<file path="src/rtl/mstt_pkg.sv">
// Shared types and constants for the multi software timer table.
// Used by mstt_dp, mstt_ctrl and multi_software_timer_table.
package mstt_pkg;

    localparam int NUM_TIMERS = 16;
    localparam int ID_W       = 4;
    localparam int TICK_W     = 32;
    localparam int PER_W      = TICK_W - 1;
    localparam int ORD_W      = 16;
    localparam int MAX_OUT    = 16;

    localparam logic [TICK_W-1:0] TICK_ALL  = '1;
    localparam logic [TICK_W-1:0] HALF_TICK = TICK_ALL >> 1;
    localparam logic [TICK_W-1:0] SIGN_BIT  = HALF_TICK + TICK_W'(1);

    localparam logic [3:0] K_TICK     = 4'd0;
    localparam logic [3:0] K_START    = 4'd1;
    localparam logic [3:0] K_STOP     = 4'd2;
    localparam logic [3:0] K_SETPER   = 4'd3;
    localparam logic [3:0] K_GETPER   = 4'd4;
    localparam logic [3:0] K_ONESHOT  = 4'd5;
    localparam logic [3:0] K_PERIODIC = 4'd6;
    localparam logic [3:0] K_GETSTATE = 4'd7;
    localparam logic [3:0] K_NEAREST  = 4'd8;
    localparam logic [3:0] K_INIT     = 4'd9;

    localparam logic [1:0] EV_EXPIRED = 2'd0;
    localparam logic [1:0] EV_ACK     = 2'd1;
    localparam logic [1:0] EV_DATA    = 2'd2;

    localparam logic [1:0] ST_OK      = 2'd0;
    localparam logic [1:0] ST_STOPPED = 2'd1;
    localparam logic [1:0] ST_TOOBIG  = 2'd2;

    typedef struct packed {
        logic [3:0]        kind;
        logic [ID_W-1:0]   timer_id;
        logic [31:0]       value;
        logic              periodic_mode;
    } t_in;

    typedef struct packed {
        logic [1:0]        event_res;
        logic [ID_W-1:0]   expired_id;
        logic [31:0]       read_data;
        logic [1:0]        status;
        logic              last;
    } t_out;

    // controller -> datapath
    typedef struct packed {
        logic              cap;
        logic              tick_inc;
        logic              due_eval;
        logic              sel_clr;
        logic              sel_eval;
        logic              sel_active;
        logic              fire;
        logic              exec;
        logic              near_out;
        logic              ack_out;
        logic              last;
        logic [ID_W-1:0]   idx;
    } t_cmd;

    // datapath -> controller
    typedef struct packed {
        logic              best_vld;
        logic              rem_any;
        logic              out_free;
    } t_stat;

endpackage

</file>
<file path="src/rtl/mstt_dp.sv">
// Datapath of the timer table: timer entries, tick, selection registers
// and the output register. Depends on mstt_pkg; driven by mstt_ctrl.
module mstt_dp (
    input  logic           i_clk,
    input  logic           i_rst_n,
    input  mstt_pkg::t_in  i_item,
    input  mstt_pkg::t_cmd i_cmd,
    input  logic           i_out_stall,
    output mstt_pkg::t_stat o_stat,
    output logic           o_out_valid,
    output mstt_pkg::t_out o_out_data
);
    import mstt_pkg::*;

    t_in                r_item;
    logic [TICK_W-1:0]  r_tick;
    logic [TICK_W-1:0]  r_deadline [NUM_TIMERS];
    logic [PER_W-1:0]   r_period   [NUM_TIMERS];
    logic [ORD_W-1:0]   r_order    [NUM_TIMERS];
    logic [NUM_TIMERS-1:0] r_active, r_periodic, r_due;
    logic [ORD_W-1:0]   r_cnt;
    logic               r_bvld;
    logic [ID_W-1:0]    r_best;
    logic [TICK_W-1:0]  r_brank, r_bdl;
    logic [ORD_W-1:0]   r_bage;
    logic               r_ovalid;
    t_out               r_out;

    logic [ID_W-1:0]    addr;
    logic [TICK_W-1:0]  dl, rank, arm_dl;
    logic [PER_W-1:0]   pr, clip;
    logic [ORD_W-1:0]   age, cnt_inc;
    logic               arm_ok, big, cand, better, emit;
    t_out               n_out;

    always_comb begin
        if (i_cmd.fire)
            addr = r_best;
        else if (i_cmd.exec)
            addr = r_item.timer_id;
        else
            addr = i_cmd.idx;
    end

    assign dl      = r_deadline[addr];
    assign pr      = r_period[addr];
    assign rank    = (dl - r_tick) ^ SIGN_BIT;
    assign age     = r_cnt - r_order[addr];
    assign arm_ok  = ~(&pr);
    assign arm_dl  = r_tick + {1'b0, pr};
    assign cnt_inc = r_cnt + ORD_W'(1);
    assign big     = r_item.value >= HALF_TICK;
    assign clip    = big ? HALF_TICK[PER_W-1:0] : r_item.value[PER_W-1:0];
    assign cand    = i_cmd.sel_active ? r_active[addr] : r_due[addr];
    // ties go to the older start only when ordering expiries
    assign better  = !r_bvld || rank < r_brank ||
                     (!i_cmd.sel_active && rank == r_brank && age > r_bage);
    assign emit    = i_cmd.exec | i_cmd.fire | i_cmd.near_out | i_cmd.ack_out;

    always_comb begin
        n_out = '0;
        n_out.last = i_cmd.last;
        priority if (i_cmd.fire) begin
            n_out.event_res  = EV_EXPIRED;
            n_out.expired_id = r_best;
            n_out.status     = (r_periodic[r_best] && !arm_ok) ? ST_TOOBIG : ST_OK;
        end else if (i_cmd.near_out) begin
            n_out.event_res = EV_DATA;
            n_out.read_data = r_bvld ? r_bdl : TICK_ALL;
        end else if (i_cmd.ack_out) begin
            n_out.event_res = EV_ACK;
        end else begin
            n_out.expired_id = r_item.timer_id;
            n_out.event_res  = EV_ACK;
            unique case (r_item.kind)
                K_START:    n_out.status = arm_ok ? ST_OK : ST_TOOBIG;
                K_STOP:     n_out.status = r_active[addr] ? ST_OK : ST_STOPPED;
                K_SETPER,
                K_INIT:     n_out.status = big ? ST_TOOBIG : ST_OK;
                K_GETPER: begin
                    n_out.event_res = EV_DATA;
                    n_out.read_data = {1'b0, pr};
                end
                K_GETSTATE: begin
                    n_out.event_res = EV_DATA;
                    n_out.read_data = {31'd0, r_active[addr]};
                end
                default: ;
            endcase
        end
    end

    always_ff @(posedge i_clk) begin
        if (i_cmd.cap)
            r_item <= i_item;
        if (emit)
            r_out <= n_out;
        if (i_cmd.sel_eval && cand && better) begin
            r_best  <= addr;
            r_brank <= rank;
            r_bage  <= age;
            r_bdl   <= dl;
        end
    end

    always_ff @(posedge i_clk) begin
        if (!i_rst_n) begin
            r_tick     <= '0;
            r_cnt      <= '0;
            r_active   <= '0;
            r_periodic <= '0;
            r_due      <= '0;
            r_bvld     <= 1'b0;
            r_ovalid   <= 1'b0;
            for (int i = 0; i < NUM_TIMERS; i++) begin
                r_deadline[i] <= '0;
                r_period[i]   <= '0;
                r_order[i]    <= '0;
            end
        end else begin
            r_ovalid <= emit | (r_ovalid & i_out_stall);
            if (i_cmd.tick_inc)
                r_tick <= r_tick + TICK_W'(1);
            if (i_cmd.due_eval)
                r_due[addr] <= r_active[addr] && ((r_tick - dl) < HALF_TICK);
            if (i_cmd.sel_clr)
                r_bvld <= 1'b0;
            else if (i_cmd.sel_eval && cand)
                r_bvld <= 1'b1;
            if (i_cmd.fire) begin
                r_due[addr] <= 1'b0;
                if (r_periodic[addr] && arm_ok) begin
                    r_deadline[addr] <= arm_dl;
                    r_cnt            <= cnt_inc;
                    r_order[addr]    <= cnt_inc;
                end else begin
                    r_active[addr] <= 1'b0;
                end
            end
            if (i_cmd.exec) begin
                unique case (r_item.kind)
                    K_START: begin
                        if (arm_ok) begin
                            r_deadline[addr] <= arm_dl;
                            r_cnt            <= cnt_inc;
                            r_order[addr]    <= cnt_inc;
                            r_active[addr]   <= 1'b1;
                        end else begin
                            r_active[addr] <= 1'b0;
                        end
                    end
                    K_STOP:     r_active[addr]   <= 1'b0;
                    K_SETPER:   r_period[addr]   <= clip;
                    K_ONESHOT:  r_periodic[addr] <= 1'b0;
                    K_PERIODIC: r_periodic[addr] <= 1'b1;
                    K_INIT: begin
                        r_periodic[addr] <= r_item.periodic_mode;
                        r_active[addr]   <= 1'b0;
                        r_deadline[addr] <= '0;
                        r_period[addr]   <= clip;
                    end
                    default: ;
                endcase
            end
        end
    end

    assign o_stat.best_vld = r_bvld;
    assign o_stat.rem_any  = |(r_due & ~(NUM_TIMERS'(1) << r_best));
    assign o_stat.out_free = !r_ovalid || !i_out_stall;
    assign o_out_valid     = r_ovalid;
    assign o_out_data      = r_out;

    a_emit_free: assert property (@(posedge i_clk) disable iff (!i_rst_n)
        emit |-> (!r_ovalid || !i_out_stall))
        else $error("result loaded while output register busy");
    a_one_source: assert property (@(posedge i_clk) disable iff (!i_rst_n)
        $onehot0({i_cmd.exec, i_cmd.fire, i_cmd.near_out, i_cmd.ack_out}))
        else $error("two result sources in one cycle");
    a_fire_due: assert property (@(posedge i_clk) disable iff (!i_rst_n)
        i_cmd.fire |-> (r_bvld && r_due[r_best] && r_active[r_best]))
        else $error("expiry of a timer that is not due");
endmodule

</file>
<file path="src/rtl/mstt_ctrl.sv">
// Sequencer of the timer table: takes items, runs the due and selection
// scans one entry per cycle and paces results. Depends on mstt_pkg.
module mstt_ctrl (
    input  logic            i_clk,
    input  logic            i_rst_n,
    input  logic            i_in_valid,
    input  logic [3:0]      i_kind,
    input  mstt_pkg::t_stat i_stat,
    output logic            o_in_stall,
    output mstt_pkg::t_cmd  o_cmd
);
    import mstt_pkg::*;

    typedef enum logic [7:0] {
        S_IDLE = 8'b0000_0001,
        S_EXEC = 8'b0000_0010,
        S_DUE  = 8'b0000_0100,
        S_SEL  = 8'b0000_1000,
        S_FIRE = 8'b0001_0000,
        S_ACK  = 8'b0010_0000,
        S_NEAR = 8'b0100_0000,
        S_NOUT = 8'b1000_0000
    } t_state;

    t_state          r_state, n_state;
    logic [ID_W-1:0] r_idx, n_idx;
    logic [3:0]      r_n, n_n;
    logic            scan_end;

    assign scan_end = (r_idx == ID_W'(NUM_TIMERS - 1));

    always_comb begin
        n_state = r_state;
        n_idx   = r_idx;
        n_n     = r_n;
        o_cmd   = '0;
        o_cmd.idx = r_idx;
        unique case (r_state)
            S_IDLE: begin
                if (i_in_valid) begin
                    o_cmd.cap = 1'b1;
                    n_idx = '0;
                    n_n   = '0;
                    if (i_kind == K_TICK) begin
                        o_cmd.tick_inc = 1'b1;
                        n_state = S_DUE;
                    end else if (i_kind == K_NEAREST) begin
                        o_cmd.sel_clr = 1'b1;
                        n_state = S_NEAR;
                    end else begin
                        n_state = S_EXEC;
                    end
                end
            end
            S_EXEC: begin
                if (i_stat.out_free) begin
                    o_cmd.exec = 1'b1;
                    o_cmd.last = 1'b1;
                    n_state = S_IDLE;
                end
            end
            S_DUE: begin
                o_cmd.due_eval = 1'b1;
                n_idx = r_idx + ID_W'(1);
                if (scan_end) begin
                    o_cmd.sel_clr = 1'b1;
                    n_state = S_SEL;
                end
            end
            S_SEL: begin
                o_cmd.sel_eval = 1'b1;
                n_idx = r_idx + ID_W'(1);
                if (scan_end)
                    n_state = S_FIRE;
            end
            S_FIRE: begin
                if (!i_stat.best_vld) begin
                    n_state = S_ACK;
                end else if (i_stat.out_free) begin
                    o_cmd.fire = 1'b1;
                    o_cmd.last = !i_stat.rem_any || (r_n == 4'(MAX_OUT - 1));
                    n_n = r_n + 4'd1;
                    o_cmd.sel_clr = 1'b1;
                    n_state = o_cmd.last ? S_IDLE : S_SEL;
                end
            end
            S_ACK: begin
                if (i_stat.out_free) begin
                    o_cmd.ack_out = 1'b1;
                    o_cmd.last = 1'b1;
                    n_state = S_IDLE;
                end
            end
            S_NEAR: begin
                o_cmd.sel_eval   = 1'b1;
                o_cmd.sel_active = 1'b1;
                n_idx = r_idx + ID_W'(1);
                if (scan_end)
                    n_state = S_NOUT;
            end
            S_NOUT: begin
                if (i_stat.out_free) begin
                    o_cmd.near_out = 1'b1;
                    o_cmd.last = 1'b1;
                    n_state = S_IDLE;
                end
            end
            default: n_state = S_IDLE;
        endcase
    end

    always_ff @(posedge i_clk) begin
        if (!i_rst_n) begin
            r_state <= S_IDLE;
            r_idx   <= '0;
            r_n     <= '0;
        end else begin
            r_state <= n_state;
            r_idx   <= n_idx;
            r_n     <= n_n;
        end
    end

    assign o_in_stall = (r_state != S_IDLE);

    a_scan_start: assert property (@(posedge i_clk) disable iff (!i_rst_n)
        (r_state == S_IDLE && n_state != S_IDLE) |=> (r_idx == '0))
        else $error("scan does not start at entry zero");
    a_fire_after_sel: assert property (@(posedge i_clk) disable iff (!i_rst_n)
        (r_state == S_FIRE) |-> ($past(r_state) == S_SEL || $past(r_state) == S_FIRE))
        else $error("expiry without a selection scan");
    a_one_last: assert property (@(posedge i_clk) disable iff (!i_rst_n)
        o_cmd.last |=> (r_state == S_IDLE))
        else $error("final result did not end the item");
endmodule

</file>
<file path="src/rtl/multi_software_timer_table.sv">
// Software timer table, top level: joins mstt_ctrl and mstt_dp.
// Depends on mstt_pkg.
//
// Input channel (i_in_valid / o_in_stall / i_in_data) carries commands:
// tick, start, stop, set/get period, one-shot, periodic, get state,
// nearest deadline, init. Output channel (o_out_valid / i_out_stall /
// o_out_data) returns one result per command, or one expiry per due timer
// for a tick; the field last marks the final result of a command.
// One command is processed at a time; o_in_stall is high while it runs.
// Simple commands are executed once the output register is free.
// Nearest deadline scans the table one entry a cycle, then gives its result.
// A tick scans due marks, then runs a selection scan over all entries
// before each expiry, each expiry going out once the output register is free;
// a tick with nothing due is acknowledged after its first selection scan.
// The output register frees as soon as its result is taken; while the
// receiver stalls, the sequencer holds before loading the next result.
// Reset clears the tick, all timers and both channels' valid state.
module multi_software_timer_table (
    input  logic           i_clk,
    input  logic           i_rst_n,
    input  logic           i_in_valid,
    output logic           o_in_stall,
    input  mstt_pkg::t_in  i_in_data,
    output logic           o_out_valid,
    input  logic           i_out_stall,
    output mstt_pkg::t_out o_out_data
);
    import mstt_pkg::*;

    t_cmd  cmd;
    t_stat stat;

    mstt_ctrl u_ctrl (
        .i_clk      (i_clk),
        .i_rst_n    (i_rst_n),
        .i_in_valid (i_in_valid),
        .i_kind     (i_in_data.kind),
        .i_stat     (stat),
        .o_in_stall (o_in_stall),
        .o_cmd      (cmd)
    );

    mstt_dp u_dp (
        .i_clk       (i_clk),
        .i_rst_n     (i_rst_n),
        .i_item      (i_in_data),
        .i_cmd       (cmd),
        .i_out_stall (i_out_stall),
        .o_stat      (stat),
        .o_out_valid (o_out_valid),
        .o_out_data  (o_out_data)
    );
endmodule
</file>
<file path="config.mk">
export PLATFORM = sky130hd
export DESIGN_NAME = multi_software_timer_table
export DESIGN_NICKNAME = d
export VERILOG_FILES = /design/src/rtl/mstt_pkg.sv /design/src/rtl/mstt_dp.sv /design/src/rtl/mstt_ctrl.sv /design/src/rtl/multi_software_timer_table.sv
export SDC_FILE = /design/constraint.sdc
export NUM_CORES = 2
export LEC_CHECK = 0
export ABC_AREA = 0
export BUFFER_PORTS_ARGS = -buffer_cell sky130_fd_sc_hd__buf_2
export CORE_ASPECT_RATIO = 0.9
export CORE_MARGIN = 2
export CORE_UTILIZATION = 40
export DETAILED_ROUTE_END_ITERATION = 7
export SYNTH_ARGS = -nofsm -noshare
export SYNTH_HDL_FRONTEND = slang
export SYNTH_SLANG_ARGS = --single-unit
export TNS_END_PERCENT = 100
</file>
<file path="constraint.sdc">
create_clock -name i_clk -period 16.4 [get_ports i_clk]
set_input_delay 0.82 -clock i_clk [delete_from_list [all_inputs] [get_ports i_clk]]
set_output_delay 0.82 -clock i_clk [all_outputs]
set_load 0.03 [all_outputs]
</file>
# After elaboration in Yosys (flattened, before gate mapping)

Memory sizes are Yosys's and may differ from the RTL's.
Cells that the tools add are included.
W data, S select, Z words.

$add $sub $neg: 8
$lt $le $gt $ge: 7
Equality and inequality tests: 29
Shifts and indexed selects: 1
Muxes and demuxes: 115
Bitwise operators: 21
Reductions and logical operators: 39

Operators by type and width:

| cell                    | count |
|---|---|
| $mux W16                | 15 |
| $mux W32                | 5 |
| $mux W31                | 3 |
| $and A16 B16 Y16        | 5 |
| $sub A32 B32 Y32        | 2 |
| $pmux W31 S2            | 1 |
| $mux W8                 | 7 |
| $pmux W16 S3            | 1 |
| $pmux W8 S6             | 1 |
| $mux W1                 | 44 |
| $mux W4                 | 11 |
| $mux W38                | 1 |
| $add A32 B1 Y32 const B | 1 |
| $add A32 B31 Y32        | 1 |
| $bwmux W16              | 2 |
| $eq A32 B32 Y1          | 1 |
| $ge A32 B31 Y1 const B  | 1 |
| $lt A32 B31 Y1 const B  | 1 |
| $lt A32 B32 Y1          | 1 |
| $not A16 Y16            | 2 |
| $or A16 B16 Y16         | 2 |
| $pmux W16 S2            | 1 |
| $reduce_or A16 Y1       | 2 |
| $reduce_or A32 Y1       | 1 |
| other kinds (46)        | 108 |

Register bits after elaboration: 280
Bits in writable memories: 1264
Input bits: 45
Output and inout port bits: 43
Logic and storage cells: 247
Memories kept: 3

Memories:

| name            | depth | width | read ports | clocked after Yosys merged registers in | wr ports | line          | RTL |
|---|---|---|---|---|---|---|---|
| u_dp.r_deadline | 16    | 32    | 1          | 0                                       | 16       | mstt_dp.sv:17 | `logic [TICK_W-1:0] r_deadline [NUM_TIMERS];` |
| u_dp.r_period   | 16    | 31    | 1          | 0                                       | 16       | mstt_dp.sv:18 | `logic [PER_W-1:0] r_period [NUM_TIMERS];` |
| u_dp.r_order    | 16    | 16    | 1          | 0                                       | 16       | mstt_dp.sv:19 | `logic [ORD_W-1:0] r_order [NUM_TIMERS];` |

# Depth between registers and ports, before layout

Depth after elaboration: 19
Depth in mapped cells: 46
Depth with buffers taken out: 38

# Hierarchy

From an unflattened synthesis, not the netlist that was laid out.

Cell total of the unflattened synthesis: 6498
Area, all modules: 75293.5 µm²

By module, submodules not included:

| module    | times used | cells each | area an instance (µm²) | sequential area each (µm²) |
|---|---|---|---|---|
| mstt_dp   | 1          | 6362       | 74240.0                | 44903.1 |
| mstt_ctrl | 1          | 136        | 1053.5                 | 320.3 |

# Least setup slack after synthesis

Ideal clock, no wire load.

Kind: input port to flip-flop
Start point: input port i_out_stall
End point: register u_dp.r_bage[0] (enable)
Library setup time: 449 ps
Data arrival time: 9900 ps
Data required time: 15951 ps
Setup slack: 6051 ps
Stages on the path: 37
Path buffers: 8
Cell sequence: a211oi_2 nand4_1 o221a_2 nand2_1 buf_4 buf_4 buf_2 buf_2 buf_2 buf_1 clkbuf_1 clkbuf_1 nand3_1 nand3_1 o21ai_0 nand2_1 nand2_1 ha_1 nor2b_1 o21a_1 o21ai_0 a211oi_1 o41ai_1 a21oi_1 o21ai_0 o221ai_1 a21o_1 a221o_1 a21oi_1 xnor2_1 ha_1 nand4_1 or2_2 nor3_1 nand4_1 o21ai_0 o21a_1

Elaborated cells on any way between the ends: 27
Those cells by class: add/sub (2); order compare (2); eq/ne (1); mux (11); bitwise (1); reduce/logical (8); memory (2)

RTL lines:

| what                                                   | line                             | RTL |
|---|---|---|
| start: declaration                                     | multi_software_timer_table.sv:25 | `input logic i_out_stall,` |
| $logic_not A1 Y1 (*)                                   | mstt_dp.sv:170                   | `assign o_stat.out_free = !r_ovalid \|\| !i_out_stall;` |
| $logic_or A1 B1 Y1 (*)                                 | mstt_dp.sv:170                   |  |
| $mux W1 (*)                                            | mstt_ctrl.sv:56, mstt_ctrl.sv:79 |  |
| $mux W1 (on tied branches)                             | mstt_ctrl.sv:38, mstt_ctrl.sv:77 |  |
| $mux W4 / $mux W1 (equally long branches)              | mstt_dp.sv:39, mstt_ctrl.sv:38   |  |
| $mux W4 (*)                                            | mstt_dp.sv:37                    | `if (i_cmd.fire)` |
| $mem_v2 Z16 W32 (*)                                    | n/a                              |  |
| net u_dp.dl[2]                                         | mstt_dp.sv:30                    | `logic [TICK_W-1:0] dl, rank, arm_dl;` |
| $sub A32 B32 Y32 (*)                                   | mstt_dp.sv:47                    | `assign rank = (dl - r_tick) ^ SIGN_BIT;` |
| net u_dp.rank[30]                                      | mstt_dp.sv:30                    |  |
| branches (longest 3 deep; another with $lt A32 B32 Y1) | n/a                              |  |
| $logic_or A1 B1 Y1 (*)                                 | mstt_dp.sv:56                    | `assign better = !r_bvld \|\| rank < r_brank \|\|` |
| $logic_and A1 B1 Y1 (*)                                | mstt_dp.sv:98                    | `if (i_cmd.sel_eval && cand && better) begin` |
| end signal: assignment                                 | mstt_dp.sv:101                   | `r_bage <= age;` |
| end: declaration                                       | mstt_dp.sv:25                    | `logic [ORD_W-1:0] r_bage;` |

Mark *: on every way through the listed nets, which the timed path passes. The select of a mux whose other input is x is not followed.
A chain may end at the register's enable or synchronous reset.

# Worst setup path after layout

Start point: register u_dp.r_ovalid, in the netlist u_dp.o_out_valid
End point: register u_dp.r_bage[12] (enable)

Elaborated cells on any way between the ends: 27
Those cells by class: add/sub (2); order compare (2); eq/ne (1); mux (11); bitwise (1); reduce/logical (8); memory (2)

RTL lines:

| what                                                   | line                             | RTL |
|---|---|---|
| start: declaration                                     | mstt_dp.sv:26                    | `logic r_ovalid;` |
| start signal: assignment                               | mstt_dp.sv:121                   | `r_ovalid <= emit \| (r_ovalid & i_out_stall);` |
| $logic_not A1 Y1 (*)                                   | mstt_dp.sv:170                   |  |
| $logic_or A1 B1 Y1 (*)                                 | mstt_dp.sv:170                   |  |
| $mux W1 (*)                                            | mstt_ctrl.sv:56, mstt_ctrl.sv:79 |  |
| $mux W1 (on tied branches)                             | mstt_ctrl.sv:38, mstt_ctrl.sv:77 |  |
| $mux W4 / $mux W1 (equally long branches)              | mstt_dp.sv:39, mstt_ctrl.sv:38   |  |
| $mux W4 (*)                                            | mstt_dp.sv:37                    |  |
| $mem_v2 Z16 W32 (*)                                    | n/a                              |  |
| net u_dp.dl[2]                                         | mstt_dp.sv:30                    |  |
| $sub A32 B32 Y32 (*)                                   | mstt_dp.sv:47                    |  |
| net u_dp.rank[30]                                      | mstt_dp.sv:30                    |  |
| branches (longest 3 deep; another with $lt A32 B32 Y1) | n/a                              |  |
| $logic_or A1 B1 Y1 (*)                                 | mstt_dp.sv:56                    |  |
| $logic_and A1 B1 Y1 (*)                                | mstt_dp.sv:98                    |  |

Marked as above.

==> summary.txt <==
Num ports: 88
Slowest CP cell: buf_4
Max VDD drop: 0.127 mV
Hold crit path type: primary input to flop
Grt ovf: 0
WL met1: 103 mm
Core area: 184000 sq um
Clk Latency, worst-skew pair: 0.84 ns
Hold_buf cts: 0
CTS buffer count: 165
Skew final: 0.0551 ns
DRC viols: 0
Slew Viols, Final: 0
CP required: 16.85 ns
CP startpoint kind: flop
Vias in the first global route: 53900
Setup_tns: 0 ns
Final Instance Count excl. Fillers: 9755
Final Util: 44.8%
YS warnings: 0
Multi-input logic area: 26400 sq um
Vias: 57000
DR pass1 iterations: 6
WS Path Type: flop to flop
Depth of the CTS H-tree: 4
Layout Nets: 7415
Post-synth top flop: edfxtp_1
Die X: 458 microns
Area Growth Syn to Fin: 10.9%
Flops & latches, synth: 1544
Share of layout cells above drive strength 1: 8.03%
Largest net degree at the start of global routing: 205
CP Capture Type: flop
RSZ-0062 raised after global routing: false
Syn_nets: 7543
First DRT Iteration DRCs: 7661
Synth async-reset ratio: 0%
Fmax: 87.0 MHz
Post-synthesis sequential area ratio: 61.0%
Dpl cell area: 76900 sq um
Cell family with most CP delay: compound AO/OA/AOI/OAI gates
Slew HR: 12.1%
Final-layout fill cell count: 17200
Crit Path Max Fanout: 62
Final hold vios: 0
Tmin final: 11.49 ns
Number of synthesized flops with an enable pin: 1430
Post-synth cell types: 90
Met2 Wirelength: 112 mm
Commonest non-fill, non-tap cell in the layout: nor2_1
Root buffer cell: clkbuf_16
Syn avg cell area: 10.1 sq um
Arrival time worst endpoint: 11.95 ns
Clock Sinks: 1544
Sequential cell area: 45200 sq um
Die Y: 412 microns
Drt via density: 5.84
Largest stage delay, worst path: 0.77 ns
LEAKAGE: 30.0 nW
Metal3 WL: 25.2 mm
Placer Congestion: 0.901
Post-Route WL: 248 mm
Crit path buffers/inverters: 5
First-pass GRT wire length: 362 mm
Cells after Synth: 7334
Setup bufs post-CTS: 0
DPL Wire Length: 147 mm
Initial antenna violation count: 13
Site Rows: 149
Period Utilization, post-route: 70.1%
Mapped cell area: 74100 sq um
Clk slew on worst S/H paths: 0.06 ns
Inst Count DP: 9455
TritonCTS clock tree: done
Slew @ Worst Pin: 1.31 ns
Status: finished, final reports clean
Clk buf depth: 3
Final Cell Area: 82200 sq um
Total track usage: 25.8%
Post-cts sizing count: 0
Top cell by count, worst path: buf_4
Max Cap Viol: 0
DRT antenna net count: 0
Number of I/O port buffers: 87
Initial core utilization: 40.4%
DR top layer: met5
Die area: 189000 sq um
Pwr Density: 115 nW/um^2
Power Total: 9.46 mW
Commonest cells after routing, fill and taps aside: nor2_1, edfxtp_1, nand2_1
Endpoints failing setup: 0
Avg WL per Cell: 25.5 microns
[layout make-up]
class,count,area share (%)
Tap cell,2416,3.68
Inverter,178,0.837
Clock buffer,211,5.27
Clock inverter,81,1.07
Multi-Input combinational cell,5075,32.1
Timing Repair Buffer,242,2.01
Antenna cell,8,0.0244
Sequential cell,1544,55.0
[through the flow]
step	hold slack (ns)	worst slack (ns)
3_3_place_gp	0.449	4.65
5_1_grt	0.124	4.13
4_1_cts	0.104	5.11
2_1_floorplan	0.436	6.05
3_5_place_dp	0.457	4.67
6_report	0.156	4.91
[final timing paths]
kind | start | end | slack (ns) | cells after the start
worst max-delay path | u_dp.o_out_valid$_SDFF_PN0_ | u_dp.r_bage[12]$_DFFE_PP_ | 4.91 | 34
worst min-delay path | i_in_data[5] | u_dp.r_item[5]$_DFFE_PP_ | 0.16 | 1
worst max register to register | u_dp.o_out_valid$_SDFF_PN0_ | u_dp.r_bage[12]$_DFFE_PP_ | 4.91 | 34
worst min register to register | u_dp.r_periodic[15]$_SDFFE_PN0P_ | u_dp.r_periodic[15]$_SDFFE_PN0P_ | 0.48 | 2
[sequential cells by signal, summed over array words and instances (netlist names)]
| signal | count |
|---|---|
| u_dp.r_due | 16 |
| u_dp.r_item | 41 |
| u_dp.r_active | 16 |
| u_dp.o_out_valid | 1 |
| u_dp.r_cnt | 16 |
| u_dp.r_bage | 16 |
| u_dp.r_bdl | 32 |
| u_dp.r_bvld | 1 |
| u_dp.r_periodic | 16 |
| u_dp.r_brank | 32 |
| u_ctrl.r_idx | 4 |
| u_dp.r_best | 4 |
| u_dp.r_tick | 32 |
| u_dp.r_order | 256 |
| u_dp.r_deadline | 512 |
| u_dp.r_period | 496 |
| u_ctrl.r_state | 8 |
| u_dp.o_out_data | 41 |
| u_ctrl.r_n | 4 |
[report_power, final]
part	leakage (nW)	switching (mW)	total (mW)	internal, mW
Sequential	15.2	0.0500	4.49	4.44
Combinational	12.3	0.931	1.29	0.358
Clock	2.52	1.65	3.68	2.03
Total	30.0	2.63	9.46	6.83
[worst register-to-register path: cells and delay by family, from the launching register on]
family | cells | cell delay (ns)
AO/OA/AOI/OAI | 15 | 4.75
buffers and inverters | 5 | 2.74
AND/OR/NAND/NOR | 11 | 2.35
adder cells (fa/ha/maj) | 2 | 0.74
flip-flops | 1 | 0.40
XOR/XNOR | 1 | 0.11
[layer usage]
metal  GRT usage, %  vias to the layer above
met3           4.68                      432
met5              0                        -
li1               -                    25400
met1           36.1                    28200
met4           9.22                        2
met2           40.1                     2992
[cell families after synthesis]
logic type | synth area share [%]
AO/OA/AOI/OAI | 8.42
XOR/XNOR | 1.49
adder cells (fa/ha/maj) | 2.81
buffers and inverters | 3.89
flip-flops | 61.0
multiplexers | 1.05
AND/OR/NAND/NOR | 21.3
[cells in the mapped netlist (all sizes together) (35+ instances only)]
cell    instances  area [sq um]
mux2i          68           681
dfxtp         114          2280
nor2b          64           400
a31oi          57           357
nand3         517          2590
ha            160          2000
o21ai         255          1280
a211oi         59           448
inv           176           661
edfxtp       1430         42900
a21o           56           422
o22ai         129           807
a21oi         208          1040
nor3           52           287
buf           160           792
nor2         1488          5590
nand4          46           288
and3           92           576
nand2        1324          5030
clkbuf        377          1420
xnor2          94           823
nand2b         35           219
No activity file was read; power rests on OpenSTA's default activity.
